--- src/hdl/btxq_pkg.sv ---
// ============================================================================
// btxq_pkg
// Shared types and constants of the binary trie multiset with XOR queries.
// ============================================================================
`default_nettype none

package btxq_pkg;

    localparam int KEY_BITS_DEF   = 20;
    localparam int NODES_DEF      = 4096;
    localparam int COUNT_BITS_DEF = 24;

    localparam int OP_W     = 3;
    localparam int AMT_W    = 25;
    localparam int VALUE_W  = 24;
    localparam int STATUS_W = 2;

    localparam logic [OP_W-1:0] OP_ADD   = 3'd0;
    localparam logic [OP_W-1:0] OP_ERASE = 3'd1;
    localparam logic [OP_W-1:0] OP_COUNT = 3'd2;
    localparam logic [OP_W-1:0] OP_XMIN  = 3'd3;
    localparam logic [OP_W-1:0] OP_XMAX  = 3'd4;

    localparam logic [STATUS_W-1:0] ST_OK    = 2'd0;
    localparam logic [STATUS_W-1:0] ST_EMPTY = 2'd1;
    localparam logic [STATUS_W-1:0] ST_POOL  = 2'd2;
    localparam logic [STATUS_W-1:0] ST_OVF   = 2'd3;

    localparam logic [VALUE_W-1:0] VALUE_MAX = 24'hFFFFFF;

    typedef enum logic [3:0] {
        S_IDLE,
        S_DISP,
        S_WRD,
        S_WDAT,
        S_CHECK,
        S_ALLOC,
        S_ADAT,
        S_AINIT,
        S_ALINK,
        S_ARD,
        S_AUPD,
        S_ERD,
        S_EDAT,
        S_EUNL,
        S_EEND,
        S_FIN
    } ctl_state_t;

    typedef enum logic [3:0] {
        CMD_NONE,
        CMD_START,
        CMD_DISP,
        CMD_WALK,
        CMD_CHECK,
        CMD_ALLOC,
        CMD_ALLOC_DAT,
        CMD_INIT,
        CMD_LINK,
        CMD_AUPD,
        CMD_ERASE,
        CMD_UNLINK,
        CMD_EEND,
        CMD_OUT
    } dp_cmd_t;

    typedef struct packed {
        logic [OP_W-1:0] op;
        logic            root_abs;
        logic            at_leaf;
        logic            child_abs;
        logic            pool_short;
        logic            overflow;
        logic            free_empty;
        logic            alloc_root;
        logic            start_unlink;
        logic            leaf_done;
    } dp_stat_t;

endpackage

`default_nettype wire

--- src/hdl/btxq_ctrl.sv ---
// ============================================================================
// btxq_ctrl
// Sequencer that steps the datapath through walks, allocation and erase.
// ============================================================================
`default_nettype none

module btxq_ctrl (
    input  wire logic                aclk,
    input  wire logic                aresetn,
    input  wire logic                s_valid,
    output logic                     s_ready,
    output logic                     m_valid,
    input  wire logic                m_ready,
    input  wire btxq_pkg::dp_stat_t  stat,
    output btxq_pkg::dp_cmd_t        cmd
);

    btxq_pkg::ctl_state_t state_reg, state_next;
    logic                 mv_reg, mv_next;
    logic                 slot_free;
    logic                 is_xor;

    assign slot_free = !mv_reg || m_ready;
    assign is_xor    = (stat.op == btxq_pkg::OP_XMIN) || (stat.op == btxq_pkg::OP_XMAX);
    assign s_ready   = (state_reg == btxq_pkg::S_IDLE);
    assign m_valid   = mv_reg;

    always_ff @(posedge aclk) begin
        if (!aresetn) begin
            state_reg <= btxq_pkg::S_IDLE;
            mv_reg    <= 1'b0;
        end else begin
            state_reg <= state_next;
            mv_reg    <= mv_next;
        end
    end

    always_comb begin
        state_next = state_reg;
        unique case (state_reg)
            btxq_pkg::S_IDLE: begin
                if (s_valid) begin
                    state_next = btxq_pkg::S_DISP;
                end
            end
            btxq_pkg::S_DISP: begin
                if (stat.op > btxq_pkg::OP_XMAX) begin
                    state_next = btxq_pkg::S_FIN;
                end else if (stat.root_abs) begin
                    state_next = (stat.op == btxq_pkg::OP_ADD) ? btxq_pkg::S_CHECK
                                                               : btxq_pkg::S_FIN;
                end else begin
                    state_next = btxq_pkg::S_WRD;
                end
            end
            btxq_pkg::S_WRD: state_next = btxq_pkg::S_WDAT;
            btxq_pkg::S_WDAT: begin
                if (stat.at_leaf) begin
                    if (stat.op == btxq_pkg::OP_ADD) begin
                        state_next = btxq_pkg::S_CHECK;
                    end else if (stat.op == btxq_pkg::OP_ERASE) begin
                        state_next = btxq_pkg::S_ERD;
                    end else begin
                        state_next = btxq_pkg::S_FIN;
                    end
                end else if (stat.child_abs && !is_xor) begin
                    state_next = (stat.op == btxq_pkg::OP_ADD) ? btxq_pkg::S_CHECK
                                                               : btxq_pkg::S_FIN;
                end else begin
                    state_next = btxq_pkg::S_WRD;
                end
            end
            btxq_pkg::S_CHECK: begin
                if (stat.pool_short || stat.overflow) begin
                    state_next = btxq_pkg::S_FIN;
                end else if (stat.root_abs) begin
                    state_next = btxq_pkg::S_ALLOC;
                end else begin
                    state_next = btxq_pkg::S_ARD;
                end
            end
            btxq_pkg::S_ALLOC: begin
                state_next = stat.free_empty ? btxq_pkg::S_AINIT : btxq_pkg::S_ADAT;
            end
            btxq_pkg::S_ADAT: state_next = btxq_pkg::S_AINIT;
            btxq_pkg::S_AINIT: begin
                state_next = stat.alloc_root ? btxq_pkg::S_ARD : btxq_pkg::S_ALINK;
            end
            btxq_pkg::S_ALINK: state_next = btxq_pkg::S_ARD;
            btxq_pkg::S_ARD:   state_next = btxq_pkg::S_AUPD;
            btxq_pkg::S_AUPD: begin
                if (stat.at_leaf) begin
                    state_next = btxq_pkg::S_FIN;
                end else if (stat.child_abs) begin
                    state_next = btxq_pkg::S_ALLOC;
                end else begin
                    state_next = btxq_pkg::S_ARD;
                end
            end
            btxq_pkg::S_ERD: state_next = btxq_pkg::S_EDAT;
            btxq_pkg::S_EDAT: begin
                if (stat.start_unlink) begin
                    state_next = btxq_pkg::S_EUNL;
                end else if (stat.at_leaf) begin
                    state_next = btxq_pkg::S_EEND;
                end else begin
                    state_next = btxq_pkg::S_ERD;
                end
            end
            btxq_pkg::S_EUNL: begin
                state_next = stat.leaf_done ? btxq_pkg::S_EEND : btxq_pkg::S_ERD;
            end
            btxq_pkg::S_EEND: state_next = btxq_pkg::S_FIN;
            btxq_pkg::S_FIN: begin
                if (slot_free) begin
                    state_next = btxq_pkg::S_IDLE;
                end
            end
            default: state_next = btxq_pkg::S_IDLE;
        endcase
    end

    always_comb begin
        cmd     = btxq_pkg::CMD_NONE;
        mv_next = mv_reg && !m_ready;
        unique case (state_reg)
            btxq_pkg::S_IDLE:  cmd = s_valid ? btxq_pkg::CMD_START : btxq_pkg::CMD_NONE;
            btxq_pkg::S_DISP:  cmd = btxq_pkg::CMD_DISP;
            btxq_pkg::S_WDAT:  cmd = btxq_pkg::CMD_WALK;
            btxq_pkg::S_CHECK: cmd = btxq_pkg::CMD_CHECK;
            btxq_pkg::S_ALLOC: cmd = btxq_pkg::CMD_ALLOC;
            btxq_pkg::S_ADAT:  cmd = btxq_pkg::CMD_ALLOC_DAT;
            btxq_pkg::S_AINIT: cmd = btxq_pkg::CMD_INIT;
            btxq_pkg::S_ALINK: cmd = btxq_pkg::CMD_LINK;
            btxq_pkg::S_AUPD:  cmd = btxq_pkg::CMD_AUPD;
            btxq_pkg::S_EDAT:  cmd = btxq_pkg::CMD_ERASE;
            btxq_pkg::S_EUNL:  cmd = btxq_pkg::CMD_UNLINK;
            btxq_pkg::S_EEND:  cmd = btxq_pkg::CMD_EEND;
            btxq_pkg::S_FIN: begin
                if (slot_free) begin
                    cmd     = btxq_pkg::CMD_OUT;
                    mv_next = 1'b1;
                end
            end
            btxq_pkg::S_WRD, btxq_pkg::S_ARD, btxq_pkg::S_ERD: cmd = btxq_pkg::CMD_NONE;
            default: cmd = btxq_pkg::CMD_NONE;
        endcase
    end

endmodule

`default_nettype wire

--- config.mk ---
export PLATFORM = sky130hd
export DESIGN_NAME = btxq_ctrl
export DESIGN_NICKNAME = d
export VERILOG_FILES = /design/src/hdl/btxq_pkg.sv /design/src/hdl/btxq_ctrl.sv
export SDC_FILE = /design/constraint.sdc
export NUM_CORES = 1
export LEC_CHECK = 0
export ABC_AREA = 0
export BUFFER_PORTS_ARGS = -buffer_cell sky130_fd_sc_hd__buf_2
export CORE_AREA = 2 2 39 41
export DETAILED_ROUTE_END_ITERATION = 6
export DIE_AREA = 0 0 41 43
export GPL_TIMING_DRIVEN = 0
export PLACE_DENSITY = 0.9
export SYNTH_ARGS = -nofsm -noshare
export SYNTH_HDL_FRONTEND = slang
export SYNTH_SLANG_ARGS = --single-unit
--- constraint.sdc ---
create_clock -name aclk -period 2.9 [get_ports aclk]
set_input_delay 0.58 -clock aclk [delete_from_list [all_inputs] [get_ports aclk]]
set_output_delay 0.58 -clock aclk [all_outputs]
set_load 0.005 [all_outputs]
Word-level counts from Yosys, hierarchy flattened
Cells that the tools add are included.

Reductions and logical operators: 12. Eq/ne operators: 20. Order comparisons: 1. Muxes and demuxes: 24.

Operators with widths (count): one-hot mux 4 bit (16 select lines) (1); one-hot mux 4 bit (14 select lines) (1); two-way mux 4 bit (13); == test 4 bit, second input constant (8); == test 4 x 3 -> 1 bit, second input constant (4); two-way mux 3 bit (4); == test 4 x 2 -> 1 bit, second input constant (2); two-way mux 1 bit (5); == test 4 x 1 -> 1 bit, second input constant (1); logical NOT 4 bit (1); inequality test 2 bit, second input constant (2); == test 3 x 1 -> 1 bit, second input constant (1); == test 3 x 2 -> 1 bit, second input constant (1); == test 3 bit, second input constant (1); > comparator 3 bit, second input constant (1); logical NOT 1 bit (3); logical NOT 3 bit (1); logical OR 1 bit (3); OR reduction 3 bit (1); logical AND 1 bit (2); AND reduction 2 bit (1).

Register bits after elaboration: 5. Input bits: 16. Output and inout bits: 6. Word-level logic and storage cells: 59.

Logic depth before layout (Yosys ltp)
Depth in word-level cells: 7. Gate-level depth with buffers: 6. Mapped depth without buffers: 4.

Least setup slack after synthesis
OpenSTA, ideal clock, no wires.

Kind: input-to-reg. Start point: in stat[7] (netlist bit). End point: reg state_reg[0]. Required time: 2.840 ns. Path buffers: 1. Setup time: 0.060 ns. Setup slack: 1.142 ns. Data arrival time: 1.698 ns. Stages on the path: 5. Path through: clkbuf_1 > nor2_1 > or3_4 > o311ai_1 > o311a_1.

Word-level cells in the longest chain between the ends: 3. Elaborated cells on any way between the ends: 5. Those cells by class: mux (5).

Ends and longest elaborated chain: start: declaration (RTL line btxq_ctrl.sv:14) `input wire btxq_pkg::dp_stat_t stat,`; two-way mux 3 bit (RTL line btxq_ctrl.sv:104) `end else if (stat.at_leaf) begin`; two-way mux 3 bit (RTL line btxq_ctrl.sv:102) `if (stat.start_unlink) begin`; one-hot mux 4 bit (16 select lines) (*) (RTL line btxq_ctrl.sv:40) `unique case (state_reg)`; end signal: assignment (RTL line btxq_ctrl.sv:30) `state_reg <= btxq_pkg::S_IDLE;`; end signal: assignment (RTL line btxq_ctrl.sv:33) `state_reg <= state_next;`; end: declaration (RTL line btxq_ctrl.sv:18) `btxq_pkg::ctl_state_t state_reg, state_next;`.

Mark *: on every way between the ends. The rest lies on a longest branch, timed or not. A chain may end at the register's enable or synchronous reset.

Final worst setup path
Start point: reg state_reg[0]. End point: out cmd[0].

Word-level cells in the longest chain between the ends: 3. Elaborated cells on any way between the ends: 18. Those cells by class: eq/ne (15); mux (1); reduce/logical (2).

Ends and longest elaborated chain: == test 4 x 2 -> 1 bit / == test 4 bit (equally long branches) (RTL line btxq_ctrl.sv:126) `unique case (state_reg)`; OR reduction 3 bit (RTL line btxq_ctrl.sv:126); one-hot mux 4 bit (14 select lines) (*) (RTL line btxq_ctrl.sv:126); end: declaration (RTL line btxq_ctrl.sv:15) `output btxq_pkg::dp_cmd_t cmd`.

Marks and branches as above.

==> impl_metrics.xml <==
<?xml version="1.0" encoding="UTF-8"?>
<metrics>
  <group name="floorplanning">
    <metric name="floorplan.die_area" unit="um^2">1763</metric>
    <metric name="num_rows" unit="">14</metric>
    <metric name="ios" unit="">22</metric>
    <metric name="initial_utilization" unit="%">48.10</metric>
    <metric name="dieWidth" unit="um">41</metric>
    <metric name="core_area" unit="um^2">1384</metric>
    <metric name="die_outline_height" unit="um">43</metric>
  </group>
  <group name="sta">
    <metric name="grt_setup_unrepaired" unit="">false</metric>
    <metric name="post-route-period-util" unit="%">78.40</metric>
    <metric name="layout_min_cycle_time" unit="ps">2274</metric>
    <metric name="hold_violations" unit="">0</metric>
    <metric name="worstMarginPinSlew" unit="ps">503.3</metric>
    <metric name="maxClockFrequency" unit="MHz">439.8</metric>
    <metric name="setup_viol" unit="">0</metric>
    <metric name="worst_slew_margin_rel" unit="%">66.45</metric>
    <metric name="finalMaxSlewViolations" unit="">0</metric>
    <metric name="final.setup_skew" unit="ps">3.423</metric>
    <metric name="setup_tns" unit="ps">0</metric>
  </group>
  <group name="finish">
    <metric name="largest_register_ff_count" unit="">4</metric>
    <metric name="layout.area.seq" unit="um^2">100.1</metric>
    <metric name="drive_above_1_share" unit="%">24.79</metric>
    <metric name="final_nets" unit="">138</metric>
    <metric name="layoutNonFillerInstCount" unit="">137</metric>
    <metric name="antenna_cells_inserted" unit="">0</metric>
    <metric name="final.fill_count" unit="">143</metric>
    <metric name="area_of_the_multi_input_gates" unit="um^2">510.5</metric>
    <metric name="areaGrowthSynthToFinish" unit="%">21.99</metric>
  </group>
  <group name="synthesis">
    <metric name="synth_enable_flop_cells" unit="">0</metric>
    <metric name="synth-simple-area-share" unit="%">37.78</metric>
    <metric name="synth_cell_type_count" unit="">43</metric>
    <metric name="synth_area_per_cell" unit="um^2">6.862</metric>
    <metric name="synth_top_family_by_area" unit="">simple AND/OR/NAND/NOR gates</metric>
    <metric name="synth-compound-area-share" unit="%">36.09</metric>
    <metric name="synth-async-reset-ratio" unit="%">0</metric>
    <metric name="seq_area_frac_synth" unit="%">15.04</metric>
    <metric name="yosys_register_bits" unit="">5</metric>
    <metric name="syn_area" unit="um^2">665.6</metric>
    <metric name="synthXorXnorAreaFrac" unit="%">1.316</metric>
    <metric name="synth_nets" unit="">113</metric>
    <metric name="yosysWarnings" unit="">0</metric>
    <metric name="synth-adder-area-share" unit="%">0</metric>
    <metric name="yosys_most_used_dff" unit="">sky130_fd_sc_hd__dfxtp_1</metric>
    <metric name="synthMuxAreaShare" unit="%">1.504</metric>
    <metric name="netlist_instances" unit="">97</metric>
  </group>
  <group name="drt">
    <metric name="avgViaCountPerCell" unit="">6.066</metric>
    <metric name="drc" unit="">0</metric>
    <metric name="drt_first_iter_violations" unit="">32</metric>
    <metric name="routed_wl" unit="um">1777</metric>
    <metric name="wire_per_inst" unit="um">12.97</metric>
    <metric name="firstDrtPassIters" unit="">4</metric>
    <metric name="detail-route-antenna-nets" unit="">0</metric>
    <metric name="vias" unit="">831</metric>
  </group>
  <group name="grt">
    <metric name="grt_max_degree" unit="">11</metric>
    <metric name="grt_pass1_vias" unit="">725</metric>
    <metric name="globalRouteTotalUtil" unit="%">24.85</metric>
    <metric name="grt-ovfl-total" unit="">0</metric>
    <metric name="grt_first_pass_wirelength" unit="um">3056</metric>
    <metric name="number_of_antenna_violations_at_the_first_check_in_global_routing" unit="">0</metric>
  </group>
  <group name="clock_network">
    <metric name="path_clk_slew" unit="ps">40</metric>
    <metric name="tritoncts.num_buffers" unit="">3</metric>
    <metric name="clk_path_buf_depth" unit="">2</metric>
    <metric name="ctsResizeCount" unit="">0</metric>
    <metric name="post_cts_hold_buffer_count" unit="">0</metric>
    <metric name="clk-insertion-delay-late" unit="ps">240</metric>
    <metric name="cts_tree" unit="">built</metric>
    <metric name="cts_htree_levels" unit="">1</metric>
    <metric name="cts_setup_buffers" unit="">0</metric>
    <metric name="clk_root_buf" unit="">sky130_fd_sc_hd__clkbuf_4</metric>
    <metric name="cts.sinks" unit="">5</metric>
  </group>
  <group name="power">
    <metric name="combPwrFrac" unit="%">72.4</metric>
    <metric name="p_switching" unit="mW">0.3233</metric>
    <metric name="power_report.internal_total" unit="mW">0.3602</metric>
    <metric name="switching_share" unit="%">47.30</metric>
    <metric name="power_frac_clock" unit="%">11.4</metric>
    <metric name="static-leakage-power" unit="nW">0.3384</metric>
    <metric name="power_density" unit="nW/um^2">841.7</metric>
    <metric name="worst_ir_drop_vdd" unit="mV">0.5357</metric>
    <metric name="share_seq_of_total_power" unit="%">16.2</metric>
  </group>
  <group name="critical_path">
    <metric name="critPathMaxStageDelay" unit="ps">380</metric>
    <metric name="critical_path.endpoint_type" unit="">output pin</metric>
    <metric name="crit_arrival" unit="ps">1690</metric>
    <metric name="worstRegToRegCells" unit="">5</metric>
    <metric name="worst_ep_required_time" unit="ps">2320</metric>
    <metric name="worst-path-max-fanout" unit="">10</metric>
    <metric name="crit_top_cell" unit="">sky130_fd_sc_hd__clkbuf_1</metric>
    <metric name="worstPathCellList" unit="">clkbuf_1 -&gt; clkbuf_1 -&gt; a32oi_1 -&gt; o21ai_1 -&gt; buf_2</metric>
    <metric name="timing_worst_setup_path_type" unit="">reg -&gt; out</metric>
    <metric name="timing.critical_path.from_type" unit="">flip-flop</metric>
    <metric name="cpMaxStageDelayCell" unit="">sky130_fd_sc_hd__clkbuf_1</metric>
  </group>
  <group name="worst_hold_path">
    <metric name="timing.hold.worst.class" unit="">reg -&gt; reg</metric>
    <metric name="number_of_cells_traversed_by_the_worst_hold_path" unit="">2</metric>
  </group>
  <group name="placed_design">
    <metric name="detailedPlacementHpwl" unit="um">1433</metric>
    <metric name="port_bufs" unit="">20</metric>
    <metric name="finalWeightedCongestion" unit="">0.9637</metric>
    <metric name="place_inst" unit="">133</metric>
  </group>
  <group name="flow_run">
    <metric name="max-cap-violations" unit="">0</metric>
  </group>
  <group name="run_status">
    <metric name="run_status" unit="">finished, final reports clean</metric>
  </group>
</metrics>
-- synthesized netlist by cell type, types with 3 or more instances --
library cell,number,share of area (%)
sky130_fd_sc_hd__nand2b_1,6,5.6
sky130_fd_sc_hd__a21oi_1,9,6.8
sky130_fd_sc_hd__a21boi_1,3,3.4
sky130_fd_sc_hd__a211oi_1,3,3.4
sky130_fd_sc_hd__nor3_1,3,2.3
sky130_fd_sc_hd__nand2_1,9,5.1
sky130_fd_sc_hd__dfxtp_1,5,15
sky130_fd_sc_hd__nor2_1,7,3.9
sky130_fd_sc_hd__clkbuf_1,6,3.4
sky130_fd_sc_hd__inv_1,3,1.7
sky130_fd_sc_hd__o31a_1,3,3.9
-- path summary, 6_finish.rpt --
check / startpoint / endpoint / slack (ps)
max: state_reg[0]$_SDFFE_PN0P_ / cmd[0] / 630
min: m_valid$_SDFF_PN0_ / m_valid$_SDFF_PN0_ / 500
max reg2reg: state_reg[3]$_SDFFE_PN0P_ / state_reg[1]$_SDFFE_PN0P_ / 1160
min reg2reg: m_valid$_SDFF_PN0_ / m_valid$_SDFF_PN0_ / 500
-- placed cells by master, fill, tap and decap left out, types with 2 or more instances in the layout --
master	n
sky130_fd_sc_hd__nor2_1	7
sky130_fd_sc_hd__or2_1	2
sky130_fd_sc_hd__buf_2	22
sky130_fd_sc_hd__a21oi_1	9
sky130_fd_sc_hd__or2_2	2
sky130_fd_sc_hd__o31a_1	3
sky130_fd_sc_hd__nand3b_1	2
sky130_fd_sc_hd__nor2b_1	2
sky130_fd_sc_hd__nand3_1	2
sky130_fd_sc_hd__dfxtp_1	5
sky130_fd_sc_hd__nand2b_1	6
sky130_fd_sc_hd__clkbuf_4	3
sky130_fd_sc_hd__a211oi_1	3
sky130_fd_sc_hd__nor3_1	3
sky130_fd_sc_hd__nand4_1	2
sky130_fd_sc_hd__inv_1	3
sky130_fd_sc_hd__clkbuf_1	7
sky130_fd_sc_hd__o21ai_0	2
sky130_fd_sc_hd__nand2_1	9
sky130_fd_sc_hd__a21boi_1	3
-- power by group through the flow --
stage / Sequential [mW] / Clock, mW / Combinational [mW]
floorplan: 0.107 / 0 / 0.358
global placement: 0.109 / 0 / 0.468
detailed placement: 0.111 / 0 / 0.488
CTS: 0.110 / 0.0813 / 0.490
global route: 0.114 / 0.0891 / 0.549
finish: 0.111 / 0.0782 / 0.495
-- cell families (layout without fill, tap and decap cells) --
logic type,after synthesis,count (layout)
simple gates,44,44
compound gates,34,34
buf+inv,12,36
flops,5,5
xor+xnor,1,1
mux,1,1
-- worst max-delay path, delay by kind of cell (launching register included) --
| family | cells | cell delay (ps) |
|---|---|---|
| compound gates | 2 | 260 |
| buf+inv | 3 | 850 |
| flops | 1 | 360 |
-- metal layers --
layer  GRT usage [%]  wire, um  part of all wire, %
met1           34.63       753                   42
met2           35.94       874                   49
met3           4.188       123                  6.9
met4           11.33        26                  1.5
met5               0         0                    0
-- per-stage QoR --
stage	area, um^2	utilization (%)	setup WS, ps	power, mW	hold slack, ps
after floorplan	665.6	-	1142	0.4652	485.0
after global placement	785.8	56.78	937.2	0.5776	485.6
after detailed placement	785.8	56.78	890.3	0.5997	496.2
after CTS	812.0	58.68	627.7	0.6812	503.0
after global routing	812.0	58.68	465.1	0.7519	545.0
final	812.0	58.68	626.4	0.6834	498.3
-- area by class of cell --
cell class / count / share of cell area (%)
Sequential cell: 5 / 12.33
Timing Repair Buffer: 20 / 12.33
Clock buffer: 4 / 3.236
Tap cell: 16 / 2.465
Buffer: 9 / 5.393
Multi-Input combinational cell: 80 / 62.87
Inverter: 3 / 1.387
Note: power is estimated with default switching activity, not from simulation.
